==> config.mk <==
export PLATFORM = sky130hd
export DESIGN_NAME = spcm_div
export DESIGN_NICKNAME = d
export VERILOG_FILES = /design/src/hdl/spcm_div.sv
export SDC_FILE = /design/constraint.sdc
export NUM_CORES = 2
export LEC_CHECK = 0
export ABC_CLOCK_PERIOD_IN_PS = 5670
export BUFFER_PORTS_ARGS = -buffer_cell sky130_fd_sc_hd__clkbuf_2
export CORE_MARGIN = 4
export CORE_UTILIZATION = 45
export DETAILED_ROUTE_END_ITERATION = 12
export GPL_TIMING_DRIVEN = 0
export PLACE_DENSITY = 0.63
export SYNTH_ARGS = -nofsm -noshare
export SYNTH_HDL_FRONTEND = slang
export SYNTH_SLANG_ARGS = --single-unit
export TNS_END_PERCENT = 30
==> constraint.sdc <==
create_clock -name clock -period 5.67 [get_ports clock]
set_input_delay 0.567 -clock clock [delete_from_list [all_inputs] [get_ports clock]]
set_output_delay 0.567 -clock clock [all_outputs]
set_load 0.02 [all_outputs]
==> src/hdl/spcm_div.sv <==
// ----------------------------------------------------------------------------
// spcm_div
// Pipelined rounded divide for one normal component: (mag<<NF + den/2)/den,
// one quotient bit per stage after a numerator stage.
// ----------------------------------------------------------------------------
module spcm_div #(
   parameter int NF = 14
) (
   input  logic          clock,
   input  logic          en,
   input  logic [31:0]   mag,
   input  logic [31:0]   den,
   output logic [NF:0]   quo
);
   localparam int NQ = NF + 1;
   localparam int NW = 32 + NQ;

   logic [NW-1:0] num_ff;
   logic [31:0]   den0_ff;

   logic [31:0]   rem_ff [NQ];
   logic [NQ-1:0] lo_ff  [NQ];
   logic [NQ-1:0] q_ff   [NQ];
   logic [31:0]   den_ff [NQ];

   always_ff @(posedge clock) begin
      if (en) begin
         num_ff  <= (NW'(mag) << NF) + NW'(den >> 1);
         den0_ff <= den;
      end
   end

   for (genvar k = 0; k < NQ; k++) begin : g_step
      logic [31:0]   rem_prev;
      logic [NQ-1:0] lo_prev;
      logic [NQ-1:0] q_prev;
      logic [31:0]   den_prev;
      logic [32:0]   trial;
      logic          take;

      if (k == 0) begin : g_first
         assign rem_prev = num_ff[NW-1:NQ];
         assign lo_prev  = num_ff[NQ-1:0];
         assign q_prev   = '0;
         assign den_prev = den0_ff;
      end else begin : g_rest
         assign rem_prev = rem_ff[k-1];
         assign lo_prev  = lo_ff[k-1];
         assign q_prev   = q_ff[k-1];
         assign den_prev = den_ff[k-1];
      end

      assign trial = {rem_prev, lo_prev[NQ-1-k]};
      assign take  = trial >= {1'b0, den_prev};

      always_ff @(posedge clock) begin
         if (en) begin
            rem_ff[k] <= take ? 32'(trial - {1'b0, den_prev}) : trial[31:0];
            lo_ff[k]  <= lo_prev;
            q_ff[k]   <= {q_prev[NQ-2:0], take};
            den_ff[k] <= den_prev;
         end
      end
   end

   assign quo = q_ff[NQ-1];

endmodule

# Word-level counts from Yosys, hierarchy flattened
# Memories as Yosys holds them, arrays and structs flattened.
# Index checks and enable logic that the tools add are counted.
[op_classes]
addsub = 16
n_lt_le_gt_ge = 15
muxes = 17
[op_table]
columns = ["cell", "n"]
rows = [
  ["33-bit by 32-bit greater-or-equal comparator with 1-bit output", 15],
  ["32-bit 2-to-1 mux", 15],
  ["32-bit subtractor", 15],
  ["46-bit by 31-bit adder with 47-bit output", 1],
  ["1-bit 2-to-1 mux", 2],
]
[totals]
reg_bits = 79
mem_bits_rw = 1410
in_bits = 66
out_inout_bits = 15
wordCells = 54
memories = 4
[mem_list]
columns = ["name", "words", "width", "read_ports", "rd_ports_with_merged_regs", "wr", "line", "source"]
rows = [
  ["den_ff", 15, 32, 14, 0, 15, "24", "logic [31:0] den_ff [NQ];"],
  ["rem_ff", 15, 32, 14, 0, 15, "21", "logic [31:0] rem_ff [NQ];"],
  ["lo_ff", 15, 15, 14, 0, 15, "22", "logic [NQ-1:0] lo_ff [NQ];"],
  ["q_ff", 15, 15, 15, 0, 15, "23", "logic [NQ-1:0] q_ff [NQ];"],
]

# Longest topological paths before layout
# An unclocked memory read counts as a cell.
[logic_depth]
word_depth = 3
mapped_depth = 15
mapped_depth_nobuf = 13

# Worst setup path before layout
# No wires, ideal clock.
[synth_timing]
path_kind = "register to register"
from = "mem den_ff[4][1] (netlist: den_ff[0][129])"
to = "mem rem_ff[5][25] (netlist: rem_ff[0][185]), data pin"
setup_time_ns = 0.260
arrival_time_ns = 3.216
slack_ns = 2.195
stages_incl_launch_ff = 14
path_buffers = 1
path_cell_list = "edfxtp_1 > inv_1 > ha_1 > nor2b_1 > o31a_1 > o41ai_1 > a21oi_1 > a31o_2 > a21oi_4 > a21oi_1 > a211o_1 > a211oi_4 > buf_6 > mux2_2"
[synth_rtl]
columns = ["element", "line"]
rows = [
  ["start, declared", "24"],
  ["end, declared", "21"],
]

==> reports/metrics.yaml <==
status: "finished clean"
placed_area_sq_mm: 0.0666
postRouteAntennaNets: 0
post-place-ws_ns: 0.563
critPathLaunch: "den_ff[0][14]$_DFFE_PP_"
dieHeight_um: 384
first_global_vias: 43213
required_ns: 6.12
cts_buffers: 121
clock_latency_ns: 0.74
setup_violations: 0
drc: 0
worst_slack_ns: 0.627
clk_pin_slew_worst_paths_ns: 0.06
place_congestion: 0.963
dp_hpwl_um: 123000
fmax_mhz: 198
fin_nets: 6538
finalMaxSlewViolations: 0
layout_commonest_cell: "edfxtp_1"
synth_edf_count: 1081
cap_violations: 0
drive_above_1_share_pct: 8.79
path_class: "reg2reg"
detail_route.wl_per_cell_um: 19.8
cp-endpoint: "rem_ff[0][53]$_DFFE_PP_"
worstRegToRegCells: 13
finalInstanceArea_sq_mm: 0.0711
timing.rr.start: "den_ff[0][14]$_DFFE_PP_"
core_area_sq_mm: 0.140
vias: 43579
r2r_end: "rem_ff[0][53]$_DFFE_PP_"
ys_types: 90
power.density_mw_per_mm2: 573
crit_path_start_kind: "flop"
grt_max_degree: 124
vias_per_cell: 5.49
die_width_um: 384
grt.overflow.total: 0
cts.path.max_buffers: 3
dieArea_sq_mm: 0.147
ys_seq_area_share_pct: 51.1
fin_worst_skew_ns: 0.0618
avgSynthCellArea_sq_um: 11.1
hold_viol: 0
cp-end-kind: "flop"
routed_wl_um: 157000
grt_pass1_wl_um: 244000
r2r_slack_ns: 0.63
grt_setup_unrepaired: "no"
portBuffers: 80
finalSetupTns_ns: 0
drtIter0Drc: 2890
relSlewSlack_pct: 23.4
tightest_slew_ns: 1.14
synth_area_sq_mm: 0.0635
period_minus_slack_ns: 5.04
hold_ws_ns: 0.0628
ir_drop_mv: 0.309
cts_root_buf: "clkbuf_16"
clock_sinks: 1081
track_usage_pct: 21.2
period_share_pct: 88.9
start_util_pct: 45.4
p_leak_nw: 29.1
cp_max_fo: 10
synth-async-reset-ratio_pct: 0
hold_class: "in2reg"
yosysWarnings: 0
area.growth.synth_to_final_pct: 11.8
synth_nets: 6296
drt_pass1_iterations: 5
num_rows: 137
final_cell_mix: "edfxtp_1 (1081), inv_1 (584), ha_1 (497)"
worstPathArrival_ns: 5.49
cts_max_level: 3
syn_inst: 5718
antenna_found_initial: 2
synth_flop_cell: "edfxtp_1"
ys_ff_latch: 1081
num_io_pins: 81
cts_tree: "done"
cts_resized: 0
==> area by class of cell <==
type / instances / area (sq um)
Sequential cell: 1081 / 32500
Multi-Input combinational cell: 3913 / 28300
Fill cell: 12516 / 68800
Buffer: 139 / 603
Clock inverter: 84 / 1070
Tap cell: 1876 / 2350
Timing Repair Buffer: 119 / 972
Antenna cell: 2 / 5.00
Clock buffer: 142 / 3110
Inverter: 585 / 2200
==> layer usage <==
layer,global-route usage [%],routed length (um),up-vias
li1,-,-,21510
met1,25.9,64800,20796
met2,38.3,79900,994
met3,2.77,6620,279
met4,7.76,6160,0
met5,0,0,-
==> cell families (layout without fill, tap and decap cells) <==
group | count (synthesis) | count (layout) | share of synthesized area, %
fa+ha+maj | 512 | 512 | 10.3
compound gates | 1510 | 1510 | 15.1
mux | 240 | 240 | 4.21
xor+xnor | 414 | 414 | 5.71
flops | 1081 | 1081 | 51.1
buf+inv | 724 | 1069 | 4.40
simple gates | 1237 | 1237 | 9.28
other cells | 0 | 2 | 0
==> Yosys cell counts (27+ instances only) <==
cell | number | area [sq um]
o21ai_0 | 347 | 1740
o21a_1 | 62 | 465
clkbuf_1 | 108 | 405
o21bai_1 | 63 | 473
nor3_1 | 61 | 305
nand3_1 | 115 | 576
inv_1 | 584 | 2190
mux2_2 | 189 | 2130
ha_1 | 497 | 6220
nor2b_1 | 82 | 513
edfxtp_1 | 1081 | 32500
xnor2_1 | 252 | 2210
a21oi_1 | 437 | 2190
mux2_1 | 27 | 304
xor2_1 | 162 | 1420
a211oi_1 | 42 | 315
nand4_1 | 68 | 425
nand2b_1 | 60 | 375
o31ai_1 | 32 | 240
nor2_1 | 288 | 1080
nand2_1 | 395 | 1480
a31oi_1 | 59 | 369
a21o_1 | 249 | 1870
and3_1 | 57 | 357
==> critical path: stages, from the launching register on <==
cell	delay, ns
edfxtp_1	0.47
inv_1	0.16
ha_1	0.39
and3_1	0.25
nand4_1	0.19
or4_1	0.56
nor4_1	0.67
a211oi_1	0.12
o21ai_1	0.23
a2111oi_0	0.08
nor2_1	0.66
buf_2	0.44
buf_2	0.36
a21oi_1	0.15
==> through the flow <==
step	std cells	util, %	power, mW
2_1_floorplan	5718	-	27.2
3_3_place_gp	7674	47.4	32.8
3_5_place_dp	7685	47.6	32.6
4_1_cts	7939	50.8	41.0
5_1_grt	7939	50.8	43.7
6_report	7941	50.8	40.7
==> registers in the layout (all words and copies together) (netlist names) <==
register	flops
q_ff	120
num_ff	47
rem_ff	448
den0_ff	18
den_ff	448
==> report_power, final <==
group / switching (mW) / leakage [nW] / internal (mW)
Sequential: 1.31 / 10.6 / 12.0
Clock: 3.28 / 2.01 / 4.88
Combinational: 11.0 / 16.6 / 8.22
==> timing repair <==
item	CTS	global route
setup endpoints to repair	0	0
hold buffers	28	0
setup buffers	0	0
endpoints found under the hold margin	28	0
==> worst min path at each step <==
| stage | start | endpoint | slack [ns] | cells past startpoint |
|---|---|---|---|---|
| CTS | den[28] | den0_ff[28]$_DFFE_PP_ | 0.001 | 1 |
| global placement | q_ff[13][0]$_DFFE_PP_ | q_ff[14][1]$_DFFE_PP_ | 0.40 | 0 |
| detailed placement | q_ff[9][0]$_DFFE_PP_ | q_ff[10][1]$_DFFE_PP_ | 0.40 | 0 |
| floorplan | q_ff[9][9]$_DFFE_PP_ | q_ff[10][10]$_DFFE_PP_ | 0.40 | 0 |
| finish | den[28] | den0_ff[28]$_DFFE_PP_ | 0.06 | 1 |
| global route | den[28] | den0_ff[28]$_DFFE_PP_ | 0.01 | 1 |
Note: power is estimated with default switching activity, not from simulation.
