**config.mk**
```make
export PLATFORM = sky130hd
export DESIGN_NAME = spcm_isqrt
export DESIGN_NICKNAME = d
export VERILOG_FILES = /design/src/hdl/spcm_pkg.sv /design/src/hdl/spcm_isqrt.sv
export SDC_FILE = /design/constraint.sdc
export NUM_CORES = 2
export LEC_CHECK = 0
export BUFFER_PORTS_ARGS = -buffer_cell sky130_fd_sc_hd__buf_2
export CORE_MARGIN = 1
export CORE_UTILIZATION = 58
export DETAILED_ROUTE_END_ITERATION = 8
export GPL_ROUTABILITY_DRIVEN = 0
export GPL_TIMING_DRIVEN = 0
export PLACE_DENSITY = 0.77
export SLEW_MARGIN = 25
export SYNTH_ARGS = -nofsm -noshare
export SYNTH_HDL_FRONTEND = slang
export SYNTH_SLANG_ARGS = --single-unit
```
**constraint.sdc**
```tcl
create_clock -name clock -period 3.25 [get_ports clock]
set_input_delay 0.65 -clock clock [delete_from_list [all_inputs] [get_ports clock]]
set_output_delay 0.65 -clock clock [all_outputs]
set_load 0.05 [all_outputs]
```
**src/hdl/spcm_pkg.sv**
```systemverilog
// ----------------------------------------------------------------------------
// spcm_pkg
// Shared types and constants of the shape pair contact manifold block.
// ----------------------------------------------------------------------------
package spcm_pkg;

   // pair kinds
   localparam logic [1:0] KIND_CC = 2'd0;  // circle against circle
   localparam logic [1:0] KIND_BB = 2'd1;  // box against box
   localparam logic [1:0] KIND_CB = 2'd2;  // circle against box, either order

   localparam int SQRT_STEPS = 32;

   localparam logic signed [33:0] SAT_MAX = 34'sh0_7FFF_FFFF;
   localparam logic signed [33:0] SAT_MIN = -34'sh0_8000_0000;

   // side data that travels with a pair through the root and divide units
   typedef struct packed {
      logic [1:0]  kind;
      logic        in_box;
      logic        neg_x;
      logic        neg_y;
      logic [31:0] mag_x;
      logic [31:0] mag_y;
      logic [31:0] rad;
      logic [30:0] zpen;
      logic        box_hit;
      logic        box_x;
      logic        box_pos;
      logic [31:0] box_pen;
      logic        chit;
      logic [31:0] dlen;
   } side_type;

   typedef struct packed {
      logic               hit;
      logic signed [15:0] nx;
      logic signed [15:0] ny;
      logic signed [31:0] pen;
   } result_type;

endpackage

```
**src/hdl/spcm_isqrt.sv**
```systemverilog
// ----------------------------------------------------------------------------
// spcm_isqrt
// Pipelined integer square root, one result bit per stage.
// ----------------------------------------------------------------------------
module spcm_isqrt (
   input  logic        clock,
   input  logic        en,
   input  logic [63:0] rad,
   output logic [31:0] root
);
   localparam int STEPS = spcm_pkg::SQRT_STEPS;

   logic [63:0] rem_ff [STEPS];
   logic [63:0] res_ff [STEPS];
   logic [63:0] rem_in [STEPS];
   logic [63:0] res_in [STEPS];

   for (genvar k = 0; k < STEPS; k++) begin : g_step
      localparam logic [63:0] BIT = 64'd1 << (62 - 2 * k);
      logic [63:0] rem_prev;
      logic [63:0] res_prev;
      logic [63:0] trial;

      if (k == 0) begin : g_first
         assign rem_prev = rad;
         assign res_prev = '0;
      end else begin : g_rest
         assign rem_prev = rem_ff[k-1];
         assign res_prev = res_ff[k-1];
      end

      assign trial     = res_prev + BIT;
      assign rem_in[k] = (rem_prev >= trial) ? rem_prev - trial : rem_prev;
      assign res_in[k] = (rem_prev >= trial) ? (res_prev >> 1) + BIT : res_prev >> 1;

      always_ff @(posedge clock) begin
         if (en) begin
            rem_ff[k] <= rem_in[k];
            res_ff[k] <= res_in[k];
         end
      end
   end

   assign root = res_ff[STEPS-1][31:0];

endmodule

```
Yosys cells after proc, flatten, opt, wreduce, memory -nomap -nowiden
Memories as Yosys holds them, arrays and structs flattened.
Index checks and enable logic that the tools add are counted.
{ "word_totals": {"register_bits": 0, "ramBits": 4096, "output_inout_bits": 32, "word_cells": 194, "n_memories": 2} }
{ "op_classes": {"n_addsub": 94, "magnitude_cmp": 32, "mux": 66} }
{ "mem_list": {"columns": ["name", "words", "width", "read_ports", "rd_ports_with_merged_regs", "write_ports", "line_no", "text"], "rows": [
  ["rem_ff", 32, 64, 31, 0, 32, "spcm_isqrt.sv:13", "logic [63:0] rem_ff [STEPS];"],
  ["res_ff", 32, 64, 32, 0, 32, "spcm_isqrt.sv:14", "logic [63:0] res_ff [STEPS];"]
]} }
{ "ops": {"columns": ["op", "count"], "rows": [
  ["2-to-1 mux 64 bit", 63],
  [">= comparator 64 bit", 31],
  ["subtractor 64 bit", 31],
  ["adder 63 x 1 -> 64 bit, second input constant", 1],
  ["adder 63 x 11 -> 64 bit, second input constant", 1],
  ["adder 63 x 13 -> 64 bit, second input constant", 1],
  ["adder 63 x 15 -> 64 bit, second input constant", 1],
  ["adder 63 x 17 -> 64 bit, second input constant", 1],
  ["adder 63 x 19 -> 64 bit, second input constant", 1],
  ["adder 63 x 21 -> 64 bit, second input constant", 1],
  ["adder 63 x 23 -> 64 bit, second input constant", 1],
  ["adder 63 x 25 -> 64 bit, second input constant", 1],
  ["adder 63 x 27 -> 64 bit, second input constant", 1],
  ["adder 63 x 29 -> 64 bit, second input constant", 1],
  ["adder 63 x 3 -> 64 bit, second input constant", 1],
  ["adder 63 x 31 -> 64 bit, second input constant", 1],
  ["adder 63 x 33 -> 64 bit, second input constant", 1],
  ["adder 63 x 35 -> 64 bit, second input constant", 1],
  ["adder 63 x 37 -> 64 bit, second input constant", 1],
  ["adder 63 x 39 -> 64 bit, second input constant", 1],
  ["adder 63 x 41 -> 64 bit, second input constant", 1],
  ["adder 63 x 43 -> 64 bit, second input constant", 1],
  ["adder 63 x 45 -> 64 bit, second input constant", 1],
  ["adder 63 x 47 -> 64 bit, second input constant", 1],
  ["45 further kinds", 46]
]} }

Longest topological paths before layout
An unclocked memory read counts as a cell.
{ "logic_depth": {"ltp_word": 4, "mapped_depth": 14} }

Worst setup path after synthesis
OpenSTA, ideal clock, no wires.
{ "synth_path": {"kind": "reg-to-reg", "start": "memory rem_ff[14][50]", "end": "memory rem_ff[15][35] (data pin)", "t_arrival_ns": 3.279, "path_slack_ns": -0.289, "stages_incl_launch_ff": 9, "path_cell_list": "edfxtp_1 or3_1 or4_1 or4_1 or3_1 or4_4 a211oi_4 buf_2 mux2_2"} }
{ "synth_rtl": {"columns": ["item", "line_no"], "rows": [
  ["start: declaration", "spcm_isqrt.sv:13"]
]} }

==> results.yml <==
worst_setup_path:
  worstPathRequired_ns: 3.94
  endpoint_kind: "flip-flop"
  crit_type: "flip-flop to flip-flop"
  cp.arrival_ns: 4.38
  reg2reg_depth: 14
  cp_max_fo: 7
  startpoint_type: "flip-flop"
floorplan:
  coreArea_um2: 207000
  pin_count: 98
  die_w_um: 459
  initial_utilization_pct: 58.5
  die_area_um2: 211000
  die_h_um: 459
  rows: 167
routing:
  wl_per_cell_um: 24.5
  final_antenna_net_count: 0
  drc: 0
  vias: 86600
  drt_iter0_drc: 10800
  firstDrtPassIters: 8
  via_per_inst: 6.41
  drt-total-wl_um: 331000
clocking:
  clkSinkCount: 2512
  cts_tree: "yes"
  clock_path_buffers: 3
  cts_root_buffer: "clkbuf_16"
  h-tree-depth: 4
  clk_pin_slew_ns: 0.06
  insertion_delay_ns: 0.95
  cts_buffers: 241
sta:
  setup_ws_ns: -0.447
  fin_skew_ns: 0.0999
  final_max_slew_viol_count: 0
  fin_setup_tns_ns: -32.05
  period_minus_slack_ns: 3.70
  rsz0062_at_grt: "yes"
  worstMarginPinSlew_ns: 0.970
  hold_viol_final: 0
  maxSlewHeadroom_pct: 34.8
  period_share_pct: 114
  setup_violations: 204
  max_clock_freq_mhz: 271
cells_and_area:
  drive_gt1_share_pct: 18.2
  mostFrequentLayoutCells: "edfxtp_1 (2,512), inv_1 (679), nor2_1 (571)"
  syn2layout_area_growth_pct: 19.2
  stdcell_count: 13500
  final_common_cell: "edfxtp_1"
  final_nets: 11100
power:
  irDropWorstVdd_mv: 0.607
  leakage_nw: 54.0
  p_per_area_nw_per_um2: 688
global_route:
  track_usage_pct: 29.4
  grt_pass1_vias: 81500
  grt_max_degree: 156
  grt_antenna_before_repair: 29
  grt_overflow: 0
  grt_pass1_wl_um: 475000
synthesis:
  async_reset_ff_share_pct: 0
  ys.warnings.count: 0
  seq_area_frac_synth_pct: 62.2
  synth.cell_area_um2: 121000
  synth_cell_types: 86
  synth.avg_cell_area_um2: 12.4
  netlist_instances: 9751
  synth_edf_count: 2512
  synthFlopType: "edfxtp_1"
  syn-num-nets: 10400
  synth-seq-cells: 2512
placement:
  placedCellCount: 12700
  dp_hpwl_um: 220000
  port_buffers: 97
flow_run:
  maxCapViolCount: 0
status:
  failed_checks: "negative setup slack"
  status: "finished with violations"
hold_path:
  min_path_type: "primary input to flip-flop"
  hold_depth: 3
-- metrics by stage --
| stage | setup WS (ns) | util [%] | total power (W) | hold slack (ns) | area [µm²] |
|---|---|---|---|---|---|
| final | -0.447 | 69.7 | 0.0995 | 0.0710 | 145000 |
| after floorplan | -0.201 | - | 0.0588 | 0.417 | 121000 |
| after global routing | -0.463 | 69.7 | 0.103 | 0.0426 | 145000 |
| after CTS | -0.364 | 67.5 | 0.0960 | 0.00248 | 140000 |
| after global placement | -36.41 | 60.5 | 0.0629 | 0.426 | 125000 |
| after detailed placement | -1.85 | 60.7 | 0.0654 | 0.428 | 126000 |
-- critical path, cell delays in order (launching register included) --
cell	delay, ns
edfxtp_1	0.40
inv_1	0.10
ha_1	0.30
buf_4	0.16
nand3_4	0.12
nor4_4	0.21
nand4_1	0.24
o41ai_4	0.47
nor2_1	0.11
a21o_2	0.29
buf_6	0.14
clkbuf_16	0.15
or3_4	0.37
nor4_4	0.23
xor2_1	0.14
-- path summary, 6_finish.rpt --
kind                                 start                        to  slack (ns)
hold reg to reg   res_ff[1][465]$_DFFE_PP_  res_ff[1][528]$_DFFE_PP_        0.40
setup reg to reg  res_ff[1][787]$_DFFE_PP_  rem_ff[29][45]$_DFFE_PP_       -0.45
setup / recovery  res_ff[1][787]$_DFFE_PP_  rem_ff[29][45]$_DFFE_PP_       -0.45
hold / removal                     rad[63]   rem_ff[0][63]$_DFFE_PP_        0.07
-- cells in the mapped netlist (all sizes together) (88+ instances only) --
cell type / count / area, µm²
edfxtp: 2512 / 75400
inv: 692 / 2600
nor2: 626 / 2350
a21oi: 612 / 3060
nand2: 601 / 2260
ha: 558 / 6980
xnor2: 477 / 4180
o21ai: 464 / 2320
xor2: 407 / 3560
nor4: 347 / 2180
nor3: 267 / 1340
a21o: 236 / 1770
clkbuf: 212 / 796
nand3: 185 / 926
nand4: 176 / 1100
or3: 129 / 807
o21a: 101 / 758
nand2b: 100 / 626
nor2b: 88 / 551
-- metal layers --
metal	part of all wire, %	wire length, µm	vias to the layer above	track usage (%)
li1	-	-	38100	-
met1	37	122000	41900	37.5
met2	48	159000	5397	49.1
met3	9.4	31000	1231	5.17
met4	5.7	19000	18	13.1
met5	0.049	163	-	0
-- cell families after synthesis --
| group | Yosys count | synth area share [%] |
|---|---|---|
| muxes | 90 | 0.828 |
| xor gates and xnor gates | 884 | 6.38 |
| and+or+nand+nor | 2910 | 12.4 |
| adders and majority gates | 558 | 5.75 |
| AOI/OAI and AO/OA | 1868 | 9.53 |
| DFF | 2512 | 62.2 |
| buffers and inverters | 929 | 2.88 |
-- layout make-up --
cell class | count | area [µm²]
Multi-Input combinational cell | 6312 | 48400
Timing Repair Buffer | 574 | 5230
Tap cell | 2788 | 3490
Antenna cell | 16 | 40.0
Sequential cell | 2512 | 75400
Inverter | 693 | 2640
Clock buffer | 289 | 6230
Clock inverter | 166 | 1960
Buffer | 149 | 1180
Fill cell | 12900 | 62900
-- registers in the layout, summed over array words and instances (netlist names) --
name / flops
rem_ff: 1984
res_ff: 528
-- repair_timing --
item / in CTS / in global routing
resized for setup: 762 / 741
hold endpoints to repair: 62 / 0
gates cloned: 17 / 6
setup buffers: 216 / 169
pin swaps: 184 / 214
hold buffers: 62 / 0
setup endpoints to repair: 1158 / 1081
-- power breakdown --
| group | internal, W | switching [W] |
|---|---|---|
| registers | 0.0412 | 0.00385 |
| clock network | 0.0163 | 0.0128 |
| logic | 0.0107 | 0.0147 |
No activity file was read; power rests on OpenSTA's default activity.
